==> src/sv/sct_pkg.sv <==
`default_nettype none
// ----------------------------------------------------------------------------
// sct_pkg: sleep countdown timer shared definitions
// Types, codes and helper functions used by the timer core and its channels.
// ----------------------------------------------------------------------------
package sct_pkg;

    localparam int unsigned SEC_W   = 63;
    localparam int unsigned ADDR_W  = 3;

    localparam logic [SEC_W-1:0] MIN_STEP             = 63'd30;
    localparam logic [7:0]       CHECK_INTERVAL_RESET = 8'd5;
    localparam logic [0:0]       REG_CHECK_INTERVAL   = 1'b0;

    localparam logic [1:0] CMD_SET     = 2'd0;
    localparam logic [1:0] CMD_TICK    = 2'd1;
    localparam logic [1:0] CMD_OUTCOME = 2'd2;

    localparam logic [1:0] ST_OK      = 2'd0;
    localparam logic [1:0] ST_REJECT  = 2'd1;
    localparam logic [1:0] ST_IGNORED = 2'd2;

    localparam logic [1:0] MODE_MEM     = 2'd0;
    localparam logic [1:0] MODE_IDLE    = 2'd1;
    localparam logic [1:0] MODE_STANDBY = 2'd2;

    typedef enum logic [2:0] {
        PH_IDLE  = 3'b001,
        PH_COUNT = 3'b010,
        PH_SLEEP = 3'b100
    } phase_t;

    typedef struct packed {
        phase_t           phase;
        logic [SEC_W-1:0] countdown;
        logic [SEC_W-1:0] last_clock;
        logic [1:0]       mode_index;
        logic             awaiting;
    } state_t;

    typedef struct packed {
        logic [1:0]       command;
        logic [SEC_W-1:0] set_seconds;
        logic [SEC_W-1:0] now_seconds;
        logic             sleep_failed;
    } in_t;

    typedef struct packed {
        logic [1:0]       status;
        logic             timer_active;
        logic [SEC_W-1:0] remaining_seconds;
        logic             sleep_request;
        logic [1:0]       sleep_mode;
        logic             all_failed;
    } out_t;

    // x mod 30 from x mod 15 (nibble sum, since 16 = 1 mod 15) and x mod 2
    function automatic logic [4:0] mod30(input logic [SEC_W-1:0] x);
        logic [63:0] xe;
        logic [6:0]  sum_lo;
        logic [6:0]  sum_hi;
        logic [7:0]  total;
        logic [4:0]  fold1;
        logic [3:0]  fold2;
        logic [3:0]  r15;
        xe     = {1'b0, x};
        sum_lo = '0;
        sum_hi = '0;
        for (int i = 0; i < 8; i++) begin
            sum_lo = sum_lo + {3'b000, xe[4*i +: 4]};
            sum_hi = sum_hi + {3'b000, xe[32 + 4*i +: 4]};
        end
        total = {1'b0, sum_lo} + {1'b0, sum_hi};
        fold1 = {1'b0, total[7:4]} + {1'b0, total[3:0]};
        fold2 = {3'b000, fold1[4]} + fold1[3:0];
        r15   = (fold2 == 4'd15) ? 4'd0 : fold2;
        return (r15[0] == x[0]) ? {1'b0, r15} : ({1'b0, r15} + 5'd15);
    endfunction

endpackage
`default_nettype wire

==> src/sv/sct_if.sv <==
`default_nettype none
// ----------------------------------------------------------------------------
// sct_if: item and result channels
// Valid/ready channels that carry one command item or one result item.
// ----------------------------------------------------------------------------
interface sct_item_if;
    logic          valid;
    logic          ready;
    sct_pkg::in_t  data;
    modport source (output valid, output data, input ready);
    modport sink   (input valid, input data, output ready);
endinterface

interface sct_result_if;
    logic          valid;
    logic          ready;
    sct_pkg::out_t data;
    modport source (output valid, output data, input ready);
    modport sink   (input valid, input data, output ready);
endinterface
`default_nettype wire

==> src/sv/sleep_countdown_timer_unit.sv <==
`default_nettype none
// ----------------------------------------------------------------------------
// sleep_countdown_timer_unit: countdown to system sleep on wall-clock time
// Set, tick and sleep-outcome transactions drive a countdown that requests
// memory, idle and standby sleep in turn once it expires.
// ----------------------------------------------------------------------------
// The unit takes one transaction per clock cycle unless the result channel
// stalls, and returns exactly one result per transaction, in order. A
// transaction is captured in an input register, evaluated combinationally
// against the timer state, and the result lands in an output register, so a
// result is offered on the result channel from the clock edge right after the
// one that accepts its transaction when the result channel is not stalled.
// The output register lets the next transaction enter while a result waits.
// The check interval register (byte address 0, reset 5) is written over the
// APB port and must only be changed while no transaction is in flight.
module sleep_countdown_timer_unit (
    input  wire logic                       clk,
    input  wire logic                       rst_n,
    input  wire logic                       psel,
    input  wire logic                       penable,
    input  wire logic                       pwrite,
    input  wire logic [sct_pkg::ADDR_W-1:0] paddr,
    input  wire logic [31:0]                pwdata,
    output      logic [31:0]                prdata,
    output      logic                       pready,
    sct_item_if.sink                        item,
    sct_result_if.source                    result
);

    logic [7:0]       check_interval_reg;
    sct_pkg::state_t  state_reg;
    sct_pkg::state_t  state_next;
    logic             s1_valid_reg;
    logic             s1_valid_next;
    sct_pkg::in_t     s1_item_reg;
    logic             out_valid_reg;
    logic             out_valid_next;
    sct_pkg::out_t    out_data_reg;
    sct_pkg::out_t    step_res;
    logic             out_free;
    logic             advance;
    logic             accept;
    logic             cfg_write;
    logic             ci_sel;

    assign pready    = 1'b1;
    assign ci_sel    = (paddr[2] == sct_pkg::REG_CHECK_INTERVAL);
    assign cfg_write = psel && penable && pwrite && pready && ci_sel;
    assign prdata    = ci_sel ? {24'd0, check_interval_reg} : 32'd0;

    assign out_free   = !out_valid_reg || result.ready;
    assign item.ready = !s1_valid_reg || out_free;
    assign accept     = item.valid && item.ready;
    assign advance    = s1_valid_reg && out_free;

    assign result.valid = out_valid_reg;
    assign result.data  = out_data_reg;

    sct_step u_step (
        .cur            (state_reg),
        .item           (s1_item_reg),
        .check_interval (check_interval_reg),
        .nxt            (state_next),
        .res            (step_res)
    );

    always_comb
    begin
        if (accept)
        begin
            s1_valid_next = 1'b1;
        end
        else if (out_free)
        begin
            s1_valid_next = 1'b0;
        end
        else
        begin
            s1_valid_next = s1_valid_reg;
        end

        if (advance)
        begin
            out_valid_next = 1'b1;
        end
        else if (result.ready)
        begin
            out_valid_next = 1'b0;
        end
        else
        begin
            out_valid_next = out_valid_reg;
        end
    end

    always_ff @(posedge clk or negedge rst_n)
    begin
        if (!rst_n)
        begin
            check_interval_reg   <= sct_pkg::CHECK_INTERVAL_RESET;
            state_reg.phase      <= sct_pkg::PH_IDLE;
            state_reg.countdown  <= '0;
            state_reg.last_clock <= '0;
            state_reg.mode_index <= sct_pkg::MODE_MEM;
            state_reg.awaiting   <= 1'b0;
            s1_valid_reg         <= 1'b0;
            out_valid_reg        <= 1'b0;
        end
        else
        begin
            if (cfg_write)
            begin
                check_interval_reg <= pwdata[7:0];
            end
            if (advance)
            begin
                state_reg <= state_next;
            end
            s1_valid_reg  <= s1_valid_next;
            out_valid_reg <= out_valid_next;
        end
    end

    always_ff @(posedge clk)
    begin
        if (accept)
        begin
            s1_item_reg <= item.data;
        end
        if (advance)
        begin
            out_data_reg <= step_res;
        end
    end

endmodule
`default_nettype wire

==> src/sv/sct_step.sv <==
`default_nettype none
// ----------------------------------------------------------------------------
// sct_step: timer update for one item
// Computes the next timer state and the result from the current state,
// one registered item and the check interval.
// ----------------------------------------------------------------------------
module sct_step (
    input  var sct_pkg::state_t cur,
    input  var sct_pkg::in_t    item,
    input  var logic [7:0]      check_interval,
    output sct_pkg::state_t     nxt,
    output sct_pkg::out_t       res
);

    logic [sct_pkg::SEC_W-1:0] set_v;
    logic [sct_pkg::SEC_W:0]   diff;
    logic [sct_pkg::SEC_W-1:0] ivl;
    logic                      small_step;
    logic [sct_pkg::SEC_W-1:0] dec;

    assign set_v = item.set_seconds
                   - {{(sct_pkg::SEC_W-5){1'b0}}, sct_pkg::mod30(item.set_seconds)};
    assign diff  = {1'b0, item.now_seconds} - {1'b0, cur.last_clock};
    assign ivl   = {{(sct_pkg::SEC_W-8){1'b0}}, check_interval};
    assign small_step = diff[sct_pkg::SEC_W] || (diff[sct_pkg::SEC_W-1:0] < ivl);
    assign dec   = small_step ? ivl : diff[sct_pkg::SEC_W-1:0];

    always_comb
    begin
        nxt                   = cur;
        res.status            = sct_pkg::ST_IGNORED;
        res.sleep_request     = 1'b0;
        res.sleep_mode        = sct_pkg::MODE_MEM;
        res.all_failed        = 1'b0;
        case (item.command)
            sct_pkg::CMD_SET:
            begin
                if (set_v < sct_pkg::MIN_STEP)
                begin
                    res.status = sct_pkg::ST_REJECT;
                end
                else
                begin
                    res.status = sct_pkg::ST_OK;
                    if (cur.phase == sct_pkg::PH_IDLE)
                    begin
                        nxt.phase      = sct_pkg::PH_COUNT;
                        nxt.last_clock = item.now_seconds;
                        nxt.mode_index = sct_pkg::MODE_MEM;
                        nxt.awaiting   = 1'b0;
                    end
                    nxt.countdown = set_v;
                end
            end
            sct_pkg::CMD_TICK:
            begin
                unique case (cur.phase)
                    sct_pkg::PH_COUNT:
                    begin
                        res.status = sct_pkg::ST_OK;
                        if (dec >= cur.countdown)
                        begin
                            nxt.countdown     = '0;
                            nxt.phase         = sct_pkg::PH_SLEEP;
                            nxt.mode_index    = sct_pkg::MODE_MEM;
                            nxt.awaiting      = 1'b1;
                            res.sleep_request = 1'b1;
                        end
                        else
                        begin
                            nxt.countdown  = cur.countdown - dec;
                            nxt.last_clock = item.now_seconds;
                        end
                    end
                    sct_pkg::PH_SLEEP:
                    begin
                        if (!cur.awaiting)
                        begin
                            res.status        = sct_pkg::ST_OK;
                            nxt.awaiting      = 1'b1;
                            res.sleep_request = 1'b1;
                            res.sleep_mode    = cur.mode_index;
                        end
                    end
                    default:
                    begin
                    end
                endcase
            end
            sct_pkg::CMD_OUTCOME:
            begin
                if (cur.phase == sct_pkg::PH_SLEEP && cur.awaiting)
                begin
                    res.status     = sct_pkg::ST_OK;
                    res.sleep_mode = cur.mode_index;
                    nxt.awaiting   = 1'b0;
                    if (!item.sleep_failed)
                    begin
                        nxt.phase      = sct_pkg::PH_IDLE;
                        nxt.mode_index = sct_pkg::MODE_MEM;
                    end
                    else if (cur.mode_index >= sct_pkg::MODE_STANDBY)
                    begin
                        res.all_failed = 1'b1;
                        nxt.phase      = sct_pkg::PH_IDLE;
                        nxt.mode_index = sct_pkg::MODE_MEM;
                    end
                    else
                    begin
                        nxt.mode_index = cur.mode_index + 2'd1;
                    end
                end
            end
            default:
            begin
            end
        endcase
        res.timer_active      = (nxt.phase != sct_pkg::PH_IDLE);
        res.remaining_seconds = (nxt.phase == sct_pkg::PH_COUNT) ? nxt.countdown : '0;
    end

endmodule
`default_nettype wire

==> src/flat_wrapper.sv <==
// flat-port wrapper written by rule: the top's interface ports become plain ports
module sleep_countdown_timer_unit_flat 
  (clk, rst_n, psel, penable, pwrite, paddr, pwdata, prdata, pready, item_valid, item_data, item_ready, result_valid, result_data, result_ready);
  sct_item_if item_i ();
  sct_result_if result_i ();
  input  wire logic clk;
  input  wire logic rst_n;
  input  wire logic psel;
  input  wire logic penable;
  input  wire logic pwrite;
  input  wire logic [sct_pkg::ADDR_W-1:0] paddr;
  input  wire logic [31:0] pwdata;
  output      logic [31:0] prdata;
  output      logic pready;
  input wire logic [$bits(item_i.valid)-1:0] item_valid;
  input wire logic [$bits(item_i.data)-1:0] item_data;
  output wire logic [$bits(item_i.ready)-1:0] item_ready;
  output wire logic [$bits(result_i.valid)-1:0] result_valid;
  output wire logic [$bits(result_i.data)-1:0] result_data;
  input wire logic [$bits(result_i.ready)-1:0] result_ready;
  assign item_i.valid = item_valid;
  assign item_i.data = item_data;
  assign item_ready = item_i.ready;
  assign result_valid = result_i.valid;
  assign result_data = result_i.data;
  assign result_i.ready = result_ready;
  sleep_countdown_timer_unit u_core (.clk(clk), .rst_n(rst_n), .psel(psel), .penable(penable), .pwrite(pwrite), .paddr(paddr), .pwdata(pwdata), .prdata(prdata), .pready(pready), .item(item_i), .result(result_i));
endmodule
==> config.mk <==
export PLATFORM = sky130hd
export DESIGN_NAME = sleep_countdown_timer_unit_flat
export DESIGN_NICKNAME = d
export VERILOG_FILES = /design/src/sv/sct_pkg.sv /design/src/sv/sct_if.sv /design/src/sv/sleep_countdown_timer_unit.sv /design/src/sv/sct_step.sv /design/src/flat_wrapper.sv
export SDC_FILE = /design/constraint.sdc
export NUM_CORES = 1
export LEC_CHECK = 0
export BUFFER_PORTS_ARGS = -buffer_cell sky130_fd_sc_hd__clkbuf_2
export CELL_PAD_IN_SITES_DETAIL_PLACEMENT = 0
export CELL_PAD_IN_SITES_GLOBAL_PLACEMENT = 1
export CORE_AREA = 3 3 277 279
export CTS_BUF_LIST = sky130_fd_sc_hd__clkbuf_8
export CTS_CLUSTER_DIAMETER = 120
export DETAILED_ROUTE_END_ITERATION = 7
export DIE_AREA = 0 0 280 282
export GPL_TIMING_DRIVEN = 0
export PLACE_DENSITY_LB_ADDON = 0.1
export SLEW_MARGIN = 20
export SYNTH_ARGS = -nofsm -noshare
export SYNTH_HDL_FRONTEND = slang
export SYNTH_SLANG_ARGS = --single-unit
export TNS_END_PERCENT = 5
==> constraint.sdc <==
create_clock -name clk -period 11.6 [get_ports clk]
set_clock_uncertainty 0.05 [all_clocks]
set_input_delay 0.58 -clock clk [delete_from_list [all_inputs] [get_ports clk]]
set_output_delay 0.58 -clock clk [all_outputs]
set_load 0.05 [all_outputs]
==> Word level (Yosys, flattened, before mapping) <==
Cells that the tools add are included.
Widths: inputs -> output; s select.
{ "totals": {"input_bits": 171, "word_cells": 121, "rom_bits": 0, "memories": 0, "latchBits": 0, "register_bits": 341, "ram_bits": 0} }
{ "op_classes": {"order_cmp": 4, "reduce_logical": 20, "bitwise": 1, "add_sub_neg": 22, "muxes": 39, "div": 0, "n_eq_ne": 17, "mul": 0, "shift": 0} }
{ "ops": {"columns": ["operator", "count"], "rows": [
  ["$pmux 126 s2", 1],
  ["$mux 63", 3],
  ["$mux 132", 1],
  ["$mux 131", 1],
  ["$mux 66", 1],
  ["$sub 63x63->64", 1],
  ["$ge 63x63->1", 1],
  ["$lt 63x5->1 const B", 1],
  ["$lt 63x8->1", 1],
  ["$sub 63x5->63", 1],
  ["$sub 63x63->63", 1],
  ["$add 7x4->7", 7],
  ["$mux 3", 9],
  ["$pmux 3 s3", 2],
  ["$add 4x4->5", 3],
  ["$add 6x4->7", 2],
  ["$reduce_and 7->1", 2],
  ["$add 5x4->6", 2],
  ["$mux 2", 5],
  ["$ne 2x2->1 const B", 5],
  ["$add 7x7->8", 1],
  ["$mux 1", 8],
  ["$mux 8", 1],
  ["$pmux 2 s2", 2],
  ["29 further kinds", 41]
]} }

==> Logic depth before layout (Yosys ltp) <==
Gate-level depths: netlist of run 1.
{ "logic_depth": {"word_depth": 19, "mapped_depth": 49, "depth_no_buf": 43} }

==> Modules after synthesis <==
Synthesis of run 1 repeated with hierarchy kept, for this count alone.
{ "hier_totals": {"cells_unflattened": 2980, "area_unflattened_um2": 28358.4} }
{ "by_module_without_submodules": {"columns": ["mod", "n_inst", "area_per_inst_um2", "cells_each", "seq_area_each_um2"], "rows": [
  ["sct_step", 1, 16500.8, 2442, 0.0],
  ["sleep_countdown_timer_unit", 1, 11857.6, 538, 9532.9]
]} }

==> Least setup slack after synthesis of run 1 <==
OpenSTA, ideal clock, no wires.
{ "synth_timing": {"path_type": "flip-flop to flip-flop", "start": "register u_core.s1_item_reg[70] in the netlist's numbering", "end": "register u_core.out_data_reg (netlist bit u_core.result.data[56]), data pin", "t_required_ps": 11284, "stages_incl_launch_ff": 44, "t_arrival_ps": 10037, "path_slack_ps": 1247, "setup_ps": 266, "path_cell_list": "edfxtp_1 > clkbuf_1 > inv_1 > fa_1 > inv_1 > fa_1 > fa_1 > fa_1 > fa_1 > inv_1 > fa_1 > inv_1 > ha_1 > a21o_1 > a21oi_1 > o21bai_1 > a21oi_1 > xnor2_1 > [8 not listed] > a31o_2 > a32o_1 > fa_1 > nor4bb_1 > o21ai_2 > nand4_1 > buf_2 > buf_1 > nor3_1 > nor4_2 > nand4_1 > nor4b_2 > nand4_2 > inv_2 > nor2_1 > clkbuf_1 > a222oi_1 > nor2_1"} }
{ "synth_via": {"elab_chain_len": 19, "word_cells_on_any_way": 21, "classes_between": "add/sub: 12; order compare: 1; eq/ne: 3; mux: 5"} }
{ "synth_rtl": {"columns": ["element", "line", "source"], "rows": [
  ["start: declaration", "sleep_countdown_timer_unit.sv:35", "sct_pkg::in_t s1_item_reg;"],
  ["start signal: assignment", "sleep_countdown_timer_unit.sv:128", "s1_item_reg <= item.data;"],
  ["$add 4x4->5", "sct_pkg.sv:70", "sum_lo = sum_lo + {3'b000, xe[4*i +: 4]};"],
  ["$add 5x4->6", "sct_pkg.sv:70", null],
  ["$add 6x4->7", "sct_pkg.sv:70", null],
  ["$add 7x4->7 (4 in series)", "sct_pkg.sv:70", null],
  ["$add 7x7->8", "sct_pkg.sv:73", "total = {1'b0, sum_lo} + {1'b0, sum_hi};"],
  ["$add 4x4->5", "sct_pkg.sv:74", "fold1 = {1'b0, total[7:4]} + {1'b0, total[3:0]};"],
  ["$add 1x4->4", "sct_pkg.sv:75", "fold2 = {3'b000, fold1[4]} + fold1[3:0];"],
  ["$eq 4x4->1", "sct_pkg.sv:76", "r15 = (fold2 == 4'd15) ? 4'd0 : fold2;"],
  ["$mux 4", "sct_pkg.sv:76", null],
  ["$add 4x4->5 or $eq 1x1->1 (tied branches)", "sct_pkg.sv:77", "return (r15[0] == x[0]) ? {1'b0, r15} : ({1'b0, r15} + 5'd15);"],
  ["$mux 5", "sct_pkg.sv:77", null],
  ["$sub 63x5->63 *", "sct_step.sv:22", "- {{(sct_pkg::SEC_W-5){1'b0}}, sct_pkg::mod30(item.set_seconds)};"],
  ["$lt 63x5->1", "sct_step.sv:38", "if (set_v < sct_pkg::MIN_STEP)"],
  ["$mux 132 *", "sct_step.sv:38", null],
  ["$pmux 3 s3", "sct_step.sv:35", "case (item.command)"],
  ["$eq 3x2->1", "sct_step.sv:119", "res.remaining_seconds = (nxt.phase == sct_pkg::PH_COUNT) ? nxt.countdown : '0;"],
  ["end signal: assignment", "sleep_countdown_timer_unit.sv:132", "out_data_reg <= step_res;"],
  ["end: declaration", "sleep_countdown_timer_unit.sv:38", "sct_pkg::out_t out_data_reg;"]
]} }
Mark *: on every way between the ends. The rest lies on a longest branch, timed or not. The select of a mux whose other input is x is not followed.
A chain may end at the register's enable or synchronous reset.

==> Worst setup path in the final report of run 1 <==
{ "layout_timing": {"start": "register u_core.s1_item_reg[118] in the netlist's numbering", "end": "register u_core.state_reg[53] in the netlist's numbering"} }
{ "layout_via": {"elab_chain_len": 14, "word_cells_on_any_way": 15, "classes_between": "add/sub: 8; order compare: 1; eq/ne: 3; mux: 2; reduce/logical: 1"} }
{ "layout_rtl": {"columns": ["element", "line", "source"], "rows": [
  ["$add 7x4->7 (2 in series)", "sct_pkg.sv:71", "sum_hi = sum_hi + {3'b000, xe[32 + 4*i +: 4]};"],
  ["$add 7x3->7", "sct_pkg.sv:71", null],
  ["$add 7x7->8", "sct_pkg.sv:73", null],
  ["$add 4x4->5", "sct_pkg.sv:74", null],
  ["$add 1x4->4", "sct_pkg.sv:75", null],
  ["$eq 4x4->1", "sct_pkg.sv:76", null],
  ["$mux 4", "sct_pkg.sv:76", null],
  ["$add 4x4->5 or $eq 1x1->1 (tied branches)", "sct_pkg.sv:77", null],
  ["$mux 5", "sct_pkg.sv:77", null],
  ["$sub 63x5->63 *", "sct_step.sv:22", null],
  ["$lt 63x5->1 *", "sct_step.sv:38", null],
  ["$ne 2x2->1 (no source line) *", null, null],
  ["$reduce_and 6->1 (no source line) *", null, null],
  ["end signal: assignment", "sleep_countdown_timer_unit.sv:117", "state_reg <= state_next;"],
  ["end: declaration", "sleep_countdown_timer_unit.sv:31", "sct_pkg::state_t state_reg;"]
]} }
Mark *: on every way between the ends. The rest lies on a longest branch, timed or not.

==> results of run 1 <==
-- synthesized netlist by cell type, types with 9 or more instances --
library cell    n  share of area [%]
a221oi_1       11               0.37
o22ai_1        12               0.29
o31ai_1        12               0.35
dfrtp_1       139                 13
nor2b_1        19               0.46
o21a_1         21               0.61
edfxtp_1      199                 23
a32oi_1         9               0.30
buf_2          11               0.21
xor2_1         62                2.1
or3_1          19               0.46
a21oi_1       247                4.7
xnor2_1       117                3.9
nor2_1        156                2.2
inv_1         227                3.3
a211oi_1       18               0.52
ha_1          165                7.9
nand2_1       323                4.7
a22o_1          9               0.30
or4_1          15               0.43
nor3_1         54                1.0
a31oi_1        24               0.58
o211ai_1       19               0.55
mux2_2         14               0.61
nor4_1         30               0.72
buf_4          32               0.92
a22oi_1        29               0.84
buf_1          11               0.16
o21ai_0       144                2.8
o21bai_1       17               0.49
nand2b_1       29               0.70
and3_1         22               0.53
fa_1           57                4.4
clkbuf_1      109                1.6
o2111ai_1       9               0.30
nand3_1       135                2.6
a21o_1         63                1.8
and2_1         16               0.38
nand4_1        52                1.2
mux2i_1        14               0.54
or2_2          11               0.26
o21ai_1        77                1.5
-- logic make-up (layout without fill, tap and decap cells) --
group                    after synthesis  count (layout)  synth area share, %
AO/OA/AOI/OAI                        822             822                 20.1
buffers and inverters                395             851                 6.27
adder cells (fa/ha/maj)              222             222                 12.3
flip-flops                           341             341                 36.6
other                                  2              27               0.0288
multiplexers                          29              29                 1.20
XOR/XNOR                             179             179                 6.02
AND/OR/NAND/NOR                      932             932                 17.5
-- area by class of cell --
type,count,area (sq um)
Multi-Input combinational cell,2209,15300
Inverter,230,866
Tap cell,969,1210
Clock inverter,48,420
Antenna cell,2,5.00
Sequential cell,341,9530
Timing Repair Buffer,336,2280
Clock buffer,73,1000
Fill cell,7516,42900
Buffer,164,881
-- worst paths after layout --
check	endpoint	slack (ps)
worst max-delay path	u_core.state_reg[53]$_DFFE_PN0P_	240
worst max register to register	u_core.state_reg[53]$_DFFE_PN0P_	240
min in group asynchronous	u_core.state_reg[125]$_DFFE_PN0P_	420
worst min register to register	u_core.state_reg[3]$_DFFE_PN0P_	460
worst min-delay path	u_core.s1_item_reg[54]$_DFFE_PP_	50
max in group asynchronous	u_core.state_reg[15]$_DFFE_PN0P_	10160
-- critical path, delay by kind of cell, from the launching register on --
family	cells	cell delay (ps)
fa+ha+maj	10	4230
buf+inv	12	1820
simple gates	11	1900
flops	1	470
compound gates	11	2020
xor+xnor	4	670
-- through the flow --
stage	setup WS [ps]	util, %	cells
floorplan	1250	-	2945
global placement	-1960	38.2	4137
detailed placement	-1870	38.4	4143
CTS	-1.29	41.8	4352
global route	-184	42.3	4371
finish	243	42.3	4372
-- routing by layer --
metal | vias up | GRT usage, %
met5 | - | 0
met4 | 4 | 6.87
met3 | 145 | 3.85
met2 | 768 | 40.1
met1 | 11881 | 34.7
li1 | 11383 | -
-- what timing repair did --
item | 4_1_cts | 5_1_grt
hold endpoints to repair | 138 | 0
setup endpoints to repair | 196 | 185
hold buffers | 75 | 0
pin swaps | 7 | 14
setup buffers | 14 | 18
resized for setup | 52 | 79
==> metrics.cfg, run 1 <==
[worst_setup_path]
crit_start = u_core.s1_item_reg[118]$_DFFE_PP_
crit_type = reg -> reg
start_kind = flop
rr_worst_depth = 48
arrival_ps = 11830
crit_slowest_cell = fa_1
slowest_delay_ps = 550
required_ps = 12070
worstPathMaxFanout = 10
end_kind = flop
r2r_start = u_core.s1_item_reg[118]$_DFFE_PP_
cp_common_cell = fa_1

[status]
status = finished, final reports clean

[timing]
fin_crit_sh_pct = 97.9
tightestPinTransition_ps = 1230
report.final.slew_viol_count = 0
grt_setup_unrepaired = yes
fmax_ghz = 0.0881
hold_viol_final = 0
slew_headroom_pct = 17.6
finalSetupViolations = 0
finalCriticalPeriod_ps = 11360
hold_slack_ps = 47.1
setup_tns_ps = 0

[finish]
area_growth_pct = 21.0
layout-drive-gt1-share_pct = 16.1
fin_area_sq_mm = 0.0315
final_common_cell = nand2_1
largest_reg_flops = 132
final_cell_mix = nand2_1, inv_1, a21oi_1
final_nets = 3742

[global_routing]
antenna_found_initial = 7
grt_pass1_vias = 23890
grt_start_max_net_pins = 76
grt_pass1_wl_microns = 149000
globalRouteTotalUtil_pct = 24.8
overflow = 0

[floorplanning]
die_w_microns = 280
core_area_sq_mm = 0.0744
io-pin-count = 276
start_util_pct = 35.0
die_area_sq_mm = 0.0790
die_h_microns = 282
row_count = 100

[logic_synthesis]
synth_area_per_cell_sq_um = 8.91
synthArstFlopShare_pct = 41.6
synth_area_sq_mm = 0.0260
ys_warn_count = 0
ys_ff_latch = 341
synth_edf_count = 199
netlist-cell-type-count = 103
synth_flop_cell = edfxtp_1
synthCells = 2922
seq_area_frac_synth_pct = 36.6

[run]
drv_cap = 0

[drt]
maxUsedRoutingLayer = met5
wl_microns = 100000
drtIter0Drc = 1996
wl_per_cell_microns = 23.0
routed-wl-met3_microns = 5730
drc = 0
num_vias = 24181
drtAntennaViolNets = 0
first_pass_iters = 5
routed-wl-met2_microns = 46100
wirelength_met1_microns = 46200
routed_via_density = 5.53

[cts]
clock-sinks = 341
cts_tree = yes
clk_pin_slew_ps = 60
clockRootBuffer = clkbuf_8
cts_buffers = 67
clk_latency_ps = 670
cts_buffer_depth = 3
ctsHtreeMaxLevel = 3

[worst_hold_path]
min-delay-start = item_data[54]
hold_class = in -> reg
hold_depth = 1

[placement]
dpl.hpwl_microns = 79900
dpl-instance-area_sq_mm = 0.0286
port_buffers = 223
gp_congestion = 0.923

Power of run 1 is not shown: default switching activity piles up to over one toggle a cycle in this logic, so the estimate is an artifact.
==> run 2: changes to the inputs <==
- CORE_AREA: 3 3 277 279 -> 3 3 240 242
- DIE_AREA: 0 0 280 282 -> 0 0 243 245
==> run 2 against run 1 <==
Compared with the run above: via count rose by 1.1%; largest cell class unchanged; hold slack is essentially flat; first-iteration DRC count increased by 25%; critical path type unchanged.
==> metrics.cfg, run 2 (same netlist as run 1, synthesis figures left out) <==
[timing]
fmax_ghz = 0.0884
fin_ws_ps = 293
finalSetupViolations = 0
finalCriticalPeriod_ps = 11310
fin_crit_sh_pct = 97.5
report.final.slew_viol_count = 0
slew_headroom_pct = 20.9
tightestPinTransition_ps = 1170
hold_viol_final = 0

[cts]
clk_latency_ps = 660
ctsHtreeMaxLevel = 3
clockRootBuffer = clkbuf_8
cts_tree = yes
clk_pin_slew_ps = 60
cts_buffer_depth = 3
cts_buffers = 67
clock-sinks = 341

[worst_setup_path]
end_kind = flop
crit_buf_inv = 10
critical_path.top_delay_family = adder cells
arrival_ps = 11710
crit_type = reg -> reg
worst-r2r-setup-slack_ps = 290
required_ps = 12000
worstPathMaxFanout = 10
cp_common_cell = fa_1
crit_slowest_cell = fa_1
start_kind = flop
slowest_delay_ps = 550

[floorplanning]
die_h_microns = 245
core_area_sq_mm = 0.0553
io-pin-count = 276
row_count = 86
die_area_sq_mm = 0.0595
die_w_microns = 243
start_util_pct = 47.1

[placement]
port_buffers = 223
dp_cells = 3922
gp_congestion = 0.970
dpl.hpwl_microns = 72900
dp_slack_ps = -1660

[drt]
drtAntennaViolNets = 0
num_vias = 24455
drc = 0
wl_microns = 92900
drtIter0Drc = 2493
routed_via_density = 5.90
first_pass_iters = 8
wl_per_cell_microns = 22.4

[finish]
largest_reg_flops = 132
final_cell_mix = nand2_1, inv_1, a21oi_1
stdcell_count = 4143
n_fill_cell = 5177
final_common_cell = nand2_1
layout-drive-gt1-share_pct = 16.0
final_nets = 3731
area_growth_pct = 18.9

[global_routing]
antenna_found_initial = 2
overflow = 0
grt_pass1_vias = 23482
grt_start_max_net_pins = 76
globalRouteTotalUtil_pct = 30.4
grt_pass1_wl_microns = 139000

[run]
drv_cap = 0

[status]
status = finished, final reports clean

[worst_hold_path]
hold_class = in -> reg

==> run 2: cell count changes in the layout (fill, tap and decap cells not counted), sizes merged <==
cell         previous run  this run
clkinv                 22        11
inv                   243       257
clkbuf                401       410
buf                    97       106
bufinv                  7         6
clkinvlp                6         4
dlygate4sd3            75        49
==> run 2: metrics by stage <==
step	cell area, sq um	TNS (ps)	hold slack, ps	utilization (%)
CTS	30400	0	0.239	55.0
global route	31000	-6070	6.63	56.0
floorplan	26100	0	234	-
global placement	28200	-204350	426	51.0
finish	31000	0	46.9	56.0
detailed placement	28300	-224600	443	51.2
==> run 2: routing by layer <==
layer	vias up	global-route usage [%]	share of wire (%)
met5	-	0	0
met4	0	10.6	3.7
met3	189	5.44	7.7
met2	1030	48.0	45
met1	11858	42.2	43
li1	11378	-	-
==> run 2: cell type report <==
cell class                 instances  area (sq um)  share of cell area, %
buffer                           164           853                   2.75
timing repair buffer             325          2110                   6.80
clock buffer                      76          1050                   3.38
tap                              748           936                   3.02
inverter                         230           871                   2.81
antenna                            2          5.00                 0.0162
clock inverter                    48           368                   1.19
sequential                       341          9530                   30.8
multi-input combinational       2209         15300                   49.3
==> run 2: path summary, 6_finish.rpt <==
kind | startpoint | to | depth (start not counted)
setup / recovery | u_core.s1_item_reg[114]$_DFFE_PP_ | u_core.result.data[37]$_SDFFCE_PP0P_ | 46
hold / removal | item_data[80] | u_core.s1_item_reg[80]$_DFFE_PP_ | 1
setup reg to reg | u_core.s1_item_reg[114]$_DFFE_PP_ | u_core.result.data[37]$_SDFFCE_PP0P_ | 46
hold reg to reg | u_core.s1_valid_reg$_DFFE_PN0P_ | u_core.result.valid$_DFFE_PN0P_ | 1
max in group asynchronous | rst_n | u_core.check_interval_reg[2]$_DFFE_PN1P_ | 3
min in group asynchronous | rst_n | u_core.state_reg[125]$_DFFE_PN0P_ | 2
==> run 2: repair_timing <==
item	4_1_cts	5_1_grt
setup endpoints to repair	196	194
setup buffers	8	39
pin swaps	6	30
gates resized for setup	41	72
hold buffers	49	0
hold endpoints to repair	122	0
==> run 2: worst reg2reg max path, delay by kind of cell, from the launching register on <==
family / cells / cell delay, ps
adders and majority gates: 10 / 4250
and+or+nand+nor: 14 / 2400
AOI/OAI and AO/OA: 9 / 1800
buffers and inverters: 10 / 1510
xor gates and xnor gates: 3 / 660
DFF: 1 / 420
Power of run 2 is left out for the same reason.
